`src/sv/stsq_pkg.sv`:
```
// Package for the two-phase stepper sequencer: field widths, timing limits
// and the full-step coil pattern table. No dependencies.
package stsq_pkg;

	// Field widths
	localparam int CNT_W   = 16;
	localparam int WAIT_W  = 16;
	localparam int PHASE_W = 2;
	localparam int COIL_W  = 4;

	// Stream payload widths (padded to whole bytes)
	localparam int IN_DATA_W  = 40;
	localparam int OUT_DATA_W = 24;

	// Timing limits in milliseconds
	localparam logic [WAIT_W-1:0] MIN_PERIOD = WAIT_W'(2);
	localparam logic [WAIT_W-1:0] MAX_ON_MS  = WAIT_W'(10);

	// Request kinds carried on tuser
	localparam logic ACT_TICK  = 1'b0;
	localparam logic ACT_START = 1'b1;

	// Two-phase full-step coil pattern for each phase index
	function automatic logic [COIL_W-1:0] coil_pattern(input logic [PHASE_W-1:0] ph);
		logic [COIL_W-1:0] pat;
		unique case (ph)
			2'd0: pat = 4'h3;
			2'd1: pat = 4'h6;
			2'd2: pat = 4'hC;
			2'd3: pat = 4'h9;
			default: pat = 4'h0;
		endcase
		return pat;
	endfunction

endpackage

```
`src/sv/stepper_two_phase_sequencer.sv`:
```
// Two-phase full-step stepper sequencer, top level.
// Depends on stsq_pkg for widths, timing limits and the coil table.
//
// Usage: each request on the s_axis channel is either a 1 ms tick
// (tuser = 0) or a move command (tuser = 1) carrying direction, step count
// and per-step period. Every request produces exactly one result on m_axis
// showing coil drive, LED, busy flag and steps left after that request.
// A move command that arrives while a move is running, or with a zero step
// count, leaves the state untouched but still yields a result.
// The state update and the result are registered at the edge that accepts the
// request. Throughput is one request per clock unless the receiver stalls;
// the state logic is a single short pass of 16-bit add/compare.
// The result sits in one output register; s_axis_tready stays high while
// that register is empty or being drained in the same cycle, so when the
// receiver stalls the sender is held off after one pending result.
// Reset (arst_n low) clears the move state, sets the period to 2 ms and
// empties the output register.
module stepper_two_phase_sequencer (
	input  logic                             clk,
	input  logic                             arst_n,
	input  logic                             s_axis_tvalid,
	output logic                             s_axis_tready,
	// [0] direction, [16:1] step_count, [32:17] wait_ms, [39:33] zero
	input  logic [stsq_pkg::IN_DATA_W-1:0]   s_axis_tdata,
	// [0] action
	input  logic                             s_axis_tuser,
	output logic                             m_axis_tvalid,
	input  logic                             m_axis_tready,
	// [3:0] coils, [4] led, [5] busy_res, [21:6] steps_left, [23:22] zero
	output logic [stsq_pkg::OUT_DATA_W-1:0]  m_axis_tdata
);

	// Move state
	logic [stsq_pkg::PHASE_W-1:0] phase_q;
	logic [stsq_pkg::CNT_W-1:0]   remaining_q;
	logic [stsq_pkg::WAIT_W-1:0]  elapsed_q;
	logic [stsq_pkg::WAIT_W-1:0]  period_q;
	logic                         reverse_q;
	logic                         running_q;
	logic                         energized_q;

	// Output register
	logic                         out_valid_q;
	logic [stsq_pkg::COIL_W-1:0]  coils_q;
	logic                         led_q;
	logic                         busy_q;
	logic [stsq_pkg::CNT_W-1:0]   steps_left_q;

	// Request fields
	logic                         in_dir;
	logic [stsq_pkg::CNT_W-1:0]   in_cnt;
	logic [stsq_pkg::WAIT_W-1:0]  in_wait;
	logic                         accept;

	// Next state
	logic [stsq_pkg::PHASE_W-1:0] phase_d;
	logic [stsq_pkg::CNT_W-1:0]   remaining_d;
	logic [stsq_pkg::WAIT_W-1:0]  elapsed_d;
	logic [stsq_pkg::WAIT_W-1:0]  period_d;
	logic                         reverse_d;
	logic                         running_d;
	logic                         energized_d;

	logic [stsq_pkg::WAIT_W-1:0]  on_time;
	logic [stsq_pkg::WAIT_W-1:0]  elapsed_inc;
	logic [stsq_pkg::CNT_W-1:0]   remaining_dec;
	logic                         step_dir;
	logic                         do_step;

	assign in_dir  = s_axis_tdata[0];
	assign in_cnt  = s_axis_tdata[stsq_pkg::CNT_W:1];
	assign in_wait = s_axis_tdata[stsq_pkg::CNT_W+stsq_pkg::WAIT_W:stsq_pkg::CNT_W+1];

	// Handshake: one output register, drained in the same cycle if needed
	assign s_axis_tready = !out_valid_q || m_axis_tready;
	assign accept        = s_axis_tvalid && s_axis_tready;

	assign on_time       = (period_q < stsq_pkg::MAX_ON_MS) ? period_q : stsq_pkg::MAX_ON_MS;
	assign elapsed_inc   = elapsed_q + stsq_pkg::WAIT_W'(1);
	assign remaining_dec = remaining_q - stsq_pkg::CNT_W'(1);

	// State update for one request
	always_comb begin
		phase_d     = phase_q;
		remaining_d = remaining_q;
		elapsed_d   = elapsed_q;
		period_d    = period_q;
		reverse_d   = reverse_q;
		running_d   = running_q;
		energized_d = energized_q;
		step_dir    = reverse_q;
		do_step     = 1'b0;
		if (s_axis_tuser == stsq_pkg::ACT_START) begin
			if (!running_q && (in_cnt != '0)) begin
				running_d   = 1'b1;
				remaining_d = in_cnt;
				period_d    = (in_wait < stsq_pkg::MIN_PERIOD) ? stsq_pkg::MIN_PERIOD : in_wait;
				reverse_d   = in_dir;
				step_dir    = in_dir;
				do_step     = 1'b1;
			end
		end else if (running_q) begin
			elapsed_d = elapsed_inc;
			if (elapsed_inc >= on_time)
				energized_d = 1'b0;
			if (elapsed_inc >= period_q) begin
				remaining_d = remaining_dec;
				if (remaining_dec == '0) begin
					running_d   = 1'b0;
					energized_d = 1'b0;
					elapsed_d   = '0;
				end else begin
					do_step = 1'b1;
				end
			end
		end
		// Advance the phase and energize for a new step
		if (do_step) begin
			phase_d     = step_dir ? (phase_q - stsq_pkg::PHASE_W'(1))
			                       : (phase_q + stsq_pkg::PHASE_W'(1));
			elapsed_d   = '0;
			energized_d = 1'b1;
		end
	end

	// State registers
	always_ff @(posedge clk or negedge arst_n) begin
		if (!arst_n) begin
			phase_q     <= '0;
			remaining_q <= '0;
			elapsed_q   <= '0;
			period_q    <= stsq_pkg::MIN_PERIOD;
			reverse_q   <= 1'b0;
			running_q   <= 1'b0;
			energized_q <= 1'b0;
		end else if (accept) begin
			phase_q     <= phase_d;
			remaining_q <= remaining_d;
			elapsed_q   <= elapsed_d;
			period_q    <= period_d;
			reverse_q   <= reverse_d;
			running_q   <= running_d;
			energized_q <= energized_d;
		end
	end

	// Output valid
	always_ff @(posedge clk or negedge arst_n) begin
		if (!arst_n) begin
			out_valid_q <= 1'b0;
		end else if (accept) begin
			out_valid_q <= 1'b1;
		end else if (m_axis_tready) begin
			out_valid_q <= 1'b0;
		end
	end

	// Result payload
	always_ff @(posedge clk) begin
		if (accept) begin
			coils_q      <= energized_d ? stsq_pkg::coil_pattern(phase_d) : '0;
			led_q        <= energized_d && reverse_d;
			busy_q       <= running_d;
			steps_left_q <= remaining_d;
		end
	end

	assign m_axis_tvalid = out_valid_q;
	assign m_axis_tdata  = {2'b00, steps_left_q, busy_q, led_q, coils_q};

	// A running move always has steps left
	assert property (@(posedge clk) disable iff (!arst_n)
		running_q |-> (remaining_q != '0))
		else $error("running with no steps left");

	// Within a step the elapsed time stays below the period
	assert property (@(posedge clk) disable iff (!arst_n)
		running_q |-> (elapsed_q < period_q))
		else $error("elapsed time reached period");

	// Idle result shows no drive and no steps
	assert property (@(posedge clk) disable iff (!arst_n)
		(out_valid_q && !busy_q) |-> ((steps_left_q == '0) && (coils_q == '0) && !led_q))
		else $error("idle result shows activity");

	// LED is only lit while coils are driven
	assert property (@(posedge clk) disable iff (!arst_n)
		(out_valid_q && led_q) |-> (coils_q != '0))
		else $error("led lit with coils off");

endmodule

```
`config.mk`:
```
export PLATFORM = sky130hd
export DESIGN_NAME = stepper_two_phase_sequencer
export DESIGN_NICKNAME = d
export VERILOG_FILES = /design/src/sv/stsq_pkg.sv /design/src/sv/stepper_two_phase_sequencer.sv
export SDC_FILE = /design/constraint.sdc
export NUM_CORES = 1
export LEC_CHECK = 0
export BUFFER_PORTS_ARGS = -buffer_cell sky130_fd_sc_hd__buf_2
export CORE_UTILIZATION = 55
export DETAILED_ROUTE_END_ITERATION = 12
export PLACE_DENSITY_LB_ADDON = 0.12
export SYNTH_ARGS = -nofsm -noshare
export SYNTH_HDL_FRONTEND = slang
export SYNTH_SLANG_ARGS = --single-unit
```
`constraint.sdc`:
```
create_clock -name clk -period 4.98 [get_ports clk]
set_input_delay 0.498 -clock clk [delete_from_list [all_inputs] [get_ports clk]]
set_output_delay 0.498 -clock clk [all_outputs]
set_load 0.01 [all_outputs]
```
### Word-level counts from Yosys, hierarchy flattened

Cells that the tools add are included.

* multipliers: 0
* reduce and logical (&&, ||, !) cells: 13
* equal/unequal tests: 4
* $lt $le $gt $ge: 4
* divide/modulo/power cells: 0
* shift operators: 0
* $add $sub $neg: 4
* mux-type cells: 33
* bitwise gates (word level): 0

Operators with widths (count)
* $mux W16: 11
* $ge A16 B16 Y1: 2
* $mux W1: 19
* $add A16 B1 Y16 const B: 1
* $logic_not A16 Y1: 1
* $lt A16 B2 Y1 const B: 1
* $lt A16 B4 Y1 const B: 1
* $pmux W4 S4: 1
* $reduce_bool A16 Y1: 1
* $sub A16 B1 Y16 const B: 1
* $reduce_and A3 Y1: 2
* $eq A2 B2 Y1 const B: 2
* $mux W2: 2
* $reduce_bool A2 Y1: 2
* $logic_and A1 B1 Y1: 3
* $add A2 B1 Y2 const B: 1
* $eq A2 B1 Y1 const B: 1
* $logic_not A1 Y1: 2
* $logic_not A2 Y1: 1
* $ne A2 B1 Y1 const B: 1
* $sub A2 B1 Y2 const B: 1
* $logic_or A1 B1 Y1: 1

* word-level logic and storage cells: 70
* memories: 0
* register bits: 76
* output and inout port bits: 26
* bits in writable memories: 0
* ROM bits: 0
* input port bits: 45
* latch bits: 0

### Depth between registers and ports, before layout

* depth after elaboration: 10
* depth in mapped cells: 18
* depth with buffers taken out: 18

### Worst setup path before layout

OpenSTA, ideal clock, no wires.

* path kind: register -> register
* start: reg elapsed_q[0] (netlist name)
* end: reg coils_q[0] (netlist name), data pin
* setup time: 0.255 ns
* stages on the path, launching flop included: 16
* data arrival time: 3.758 ns
* period minus slack after synthesis: 4.013 ns
* data required time: 4.725 ns
* slack: 0.967 ns
* path buffers: 0
* path through: dfrtp_1 ha_1 nand2_1 nor3_1 and3_1 and3_1 xor2_1 ha_1 nand4_1 or3_1 o31ai_1 nor2_1 nor3_2 xor2_1 ha_1 and2_1

* word-level cells in the longest chain between the ends: 8
* elaborated cells between the ends (all ways): 18
* classes of those cells: add/sub: 1; order compare: 2; eq/ne: 3; mux: 11; reduce/logical: 1

Ends and longest elaborated chain
* start: declaration: line stepper_two_phase_sequencer.sv:36 `logic [stsq_pkg::WAIT_W-1:0] elapsed_q;`
* start signal: assignment: line stepper_two_phase_sequencer.sv:139 `elapsed_q <= elapsed_d;`
* $add A16 B1 Y16 (*): line stepper_two_phase_sequencer.sv:79 `assign elapsed_inc = elapsed_q + stsq_pkg::WAIT_W'(1);`
* $ge A16 B16 Y1 (*): line stepper_two_phase_sequencer.sv:106 `if (elapsed_inc >= period_q) begin`
* $mux W1 (*): line stepper_two_phase_sequencer.sv:106
* $mux W1 (*): line stepper_two_phase_sequencer.sv:102 `end else if (running_q) begin`
* $mux W1 (*): line stepper_two_phase_sequencer.sv:93 `if (s_axis_tuser == stsq_pkg::ACT_START) begin`
* $mux W2 (*): line stepper_two_phase_sequencer.sv:118 `if (do_step) begin`
* net phase_d, one bit: line stepper_two_phase_sequencer.sv:56 `logic [stsq_pkg::PHASE_W-1:0] phase_d;`
* $eq A2 B2 Y1 (tied with other cells): line stsq_pkg.sv:26 `unique case (ph)`
* $pmux W4 S4 (*): line stsq_pkg.sv:26
* end signal: assignment: line stepper_two_phase_sequencer.sv:161 `coils_q <= energized_d ? stsq_pkg::coil_pattern(phase_d) : '0;`
* end: declaration: line stepper_two_phase_sequencer.sv:44 `logic [stsq_pkg::COIL_W-1:0] coils_q;`

The timed path passes the listed nets; every way through them passes the cells marked *.
A chain may end at the register's enable or synchronous reset.

### Final worst setup path

Ends and elaborated chain as after synthesis.

==> reports/results.ini <==
[clock_tree]
clock_latency_ns = 0.37
cts_setup_buffers = 0
clock_path_buffers = 2
clkTransAtPathRegs_ns = 0.08
htree_levels = 3
cts.sinks = 76
numCtsBuffers = 9
cts_tree = done
root_buffer = clkbuf_8

[setup_path]
required_ns = 5.11
crit_arrival_ns = 4.70
rrSetupSlack_ns = 0.41
crit_fanout = 7
worstReg2RegEnd = coils_q[0]
critPathKind = reg2reg
reg2reg_depth = 15
worstReg2RegStart = elapsed_q[0]
worst_setup_path_start_kind = flip-flop
cp-end-kind = flip-flop

[synthesis]
synth_edf_count = 22
synthMuxAreaShare = 0.0305
seq_area_frac_synth = 0.358
syn_avg_cell_area_um2 = 8.89
synthXorXnorAreaFrac = 0.0626
synth-simple-area-share = 0.211
synthTopCellsByArea = dfrtp_1, edfxtp_1, ha_1
synth-compound-area-share = 0.187
ys_warn_count = 0
synthCells = 632
synth.distinct_cells = 67
synth_top_area_frac = 0.236
synth-seq-cells = 76
synth_top_family_by_area = simple AND/OR/NAND/NOR gates
ys_async_sr_fraction = 0.711
synthAdderAreaFrac = 0.0868
yosysTopAreaCell = dfrtp_1
ys.flop_type = dfrtp_1
netlist_area_um2 = 5620

[cells_and_area]
diodes = 0
final_common_cell = nand2_1
final_util = 0.622
mostFrequentLayoutCells = nand2_1, o21ai_0, buf_2, dfrtp_1, ha_1
synthToLayoutAreaGrowth_pct = 8.71
finish.net_count = 762
drive_gt1_frac = 0.155
finalInstanceArea_um2 = 6110

[timing]
skew_ns = 0.0104
setup_viol = 0
timing.final.hold_violations = 0
final_max_slew_viol_count = 0
slew-limit-headroom = 0.358
fmax_ghz = 0.219
whs_ns = 0.280
fin_crit_ns = 4.57
layout_setup_ws_ns = 0.409
fin_setup_tns_ns = 0
timing.final.crit_share = 0.918
rsz0062_at_grt = no
worst_slew_pin_slew_ns = 0.959

[power]
internal_power_uw = 1110
peakVddDrop_uv = 180
switching_share = 0.325
switchingPower_uw = 533
seqPwrFrac = 0.479
power.density_nw_per_um2 = 269
pwr-share-comb = 0.240
power_frac_clock = 0.281
power.leakage_uw = 0.00280

[routing]
wl_mm = 13.0
wl_per_cell_um = 15.9
drt_first_pass_iters = 5
num_vias = 4809
first_iter_violations = 249
viasPerCell = 5.89
drtAntennaViolNets = 0
drc_errors = 0

[place]
post_dp_cell_area_um2 = 5910
place.gp.congestion = 0.845
pre_cts_slack_ns = 0.300
portBuffers = 61
dp_hpwl_mm = 9.42

[floorplanning]
die-area_um2 = 10600
initial_utilization = 0.572
dieWidth_um = 103
rows = 36
die_y_um = 103
core_area_um2 = 9820
ios = 71

[grt]
grt_use_total = 0.271
grt_max_degree = 55
grt_overflow_total = 0
grt_first_pass_wirelength_mm = 21.9
grt_antenna_before_repair = 0
first_global_vias = 4670

[worst_hold_path]
min_path_type = in2async

[run_status]
status = finished, final reports clean

[run]
cap_violations = 0

==> cells by family after synthesis <==
group,Yosys count
compound gates,173
xor+xnor,38
fa+ha+maj,39
buf+inv,66
flops,76
mux,17
other cells,2
simple gates,221
==> critical path, cell delays in order (launching register included) <==
cell and delay, ns:
dfrtp_1 0.45, ha_1 0.28, nand2_1 0.12, nor3_1 0.38, and3_1 0.31, and3_1 0.24, xor2_1 0.29, ha_1 0.20
nand4_1 0.10, or3_1 0.42, o31ai_2 0.36, nor2_1 0.19, nor3_2 0.30, xor2_1 0.25, ha_1 0.29, and2_1 0.14
==> cells in the mapped netlist, types with 3 or more instances <==
library cell,n
a211oi_1,3
a21o_1,5
a21oi_1,25
a22o_1,6
a22oi_1,3
a31oi_1,5
and2_1,4
and3_1,9
buf_1,3
buf_2,5
buf_4,8
buf_6,6
clkbuf_1,20
dfrtp_1,53
edfxtp_1,22
ha_1,39
inv_1,22
mux2i_1,16
nand2_1,88
nand2b_1,18
nand3_1,14
nand4_1,10
nand4b_1,3
nor2_1,31
nor2b_1,5
nor3_1,8
nor4_1,7
nor4_2,5
nor4_4,3
o211ai_1,12
o21a_1,4
o21ai_0,81
o21ai_1,4
o22ai_1,3
o31ai_1,4
or3_1,3
xnor2_1,11
xor2_1,26
==> area by class of cell <==
| cell class | instances | area [um2] |
|---|---|---|
| fillers | 903 | 3710 |
| multi-input cells | 502 | 3310 |
| flip-flops and latches | 76 | 2010 |
| repair buffers | 67 | 350 |
| clock buffers | 12 | 166 |
| well taps | 133 | 166 |
| inverters | 22 | 82.6 |
| clock inverters | 4 | 22.5 |
==> metal layers <==
layer,global-route usage,vias up,routed length [um]
li1,-,2356,-
met1,0.317,2307,5330
met2,0.494,118,6830
met3,0.0420,28,510
met4,0.111,0,292
met5,0,-,0
==> how the worst max path moves through the flow <==
stage | start | endpoint | slack (ns) | cells after the start
2_1_floorplan | elapsed_q[0] | coils_q[0] | 0.97 | 15
3_3_place_gp | elapsed_q[0] | coils_q[0] | 0.48 | 15
3_5_place_dp | elapsed_q[0] | coils_q[0] | 0.30 | 15
4_1_cts | elapsed_q[0] | coils_q[0] | 0.29 | 15
5_1_grt | elapsed_q[0] | coils_q[0] | 0.04 | 15
6_report | elapsed_q[0] | coils_q[0] | 0.41 | 15
==> power by group through the flow <==
stage          clock network [uW]  logic [uW]  registers [uW]
6_report                      461         394             786
5_1_grt                       498         450             797
4_1_cts                       472         398             785
3_5_place_dp                    0         395             797
3_3_place_gp                    0         378             793
2_1_floorplan                   0         305             776
==> state kept, by name, indices dropped and copies added, names as in the netlist <==
register	count
running_q	1
reverse_q	1
coils_q	4
energized_q	1
phase_q	2
remaining_q	16
elapsed_q	16
busy_q	1
led_q	1
m_axis_tvalid	1
steps_left_q	16
period_q	16
==> stage by stage <==
| stage | cells | total power [uW] |
|---|---|---|
| floorplan | 644 | 1080 |
| global placement | 800 | 1170 |
| detailed placement | 800 | 1190 |
| CTS | 816 | 1650 |
| global route | 816 | 1750 |
| finish | 816 | 1640 |
==> timing repair <==
| action | in CTS | in global routing |
|---|---|---|
| endpoints found under the setup margin | 0 | 3 |
| hold buffers | 0 | 0 |
| resized for setup | 0 | 1 |
(Power assumes the default switching activity.)
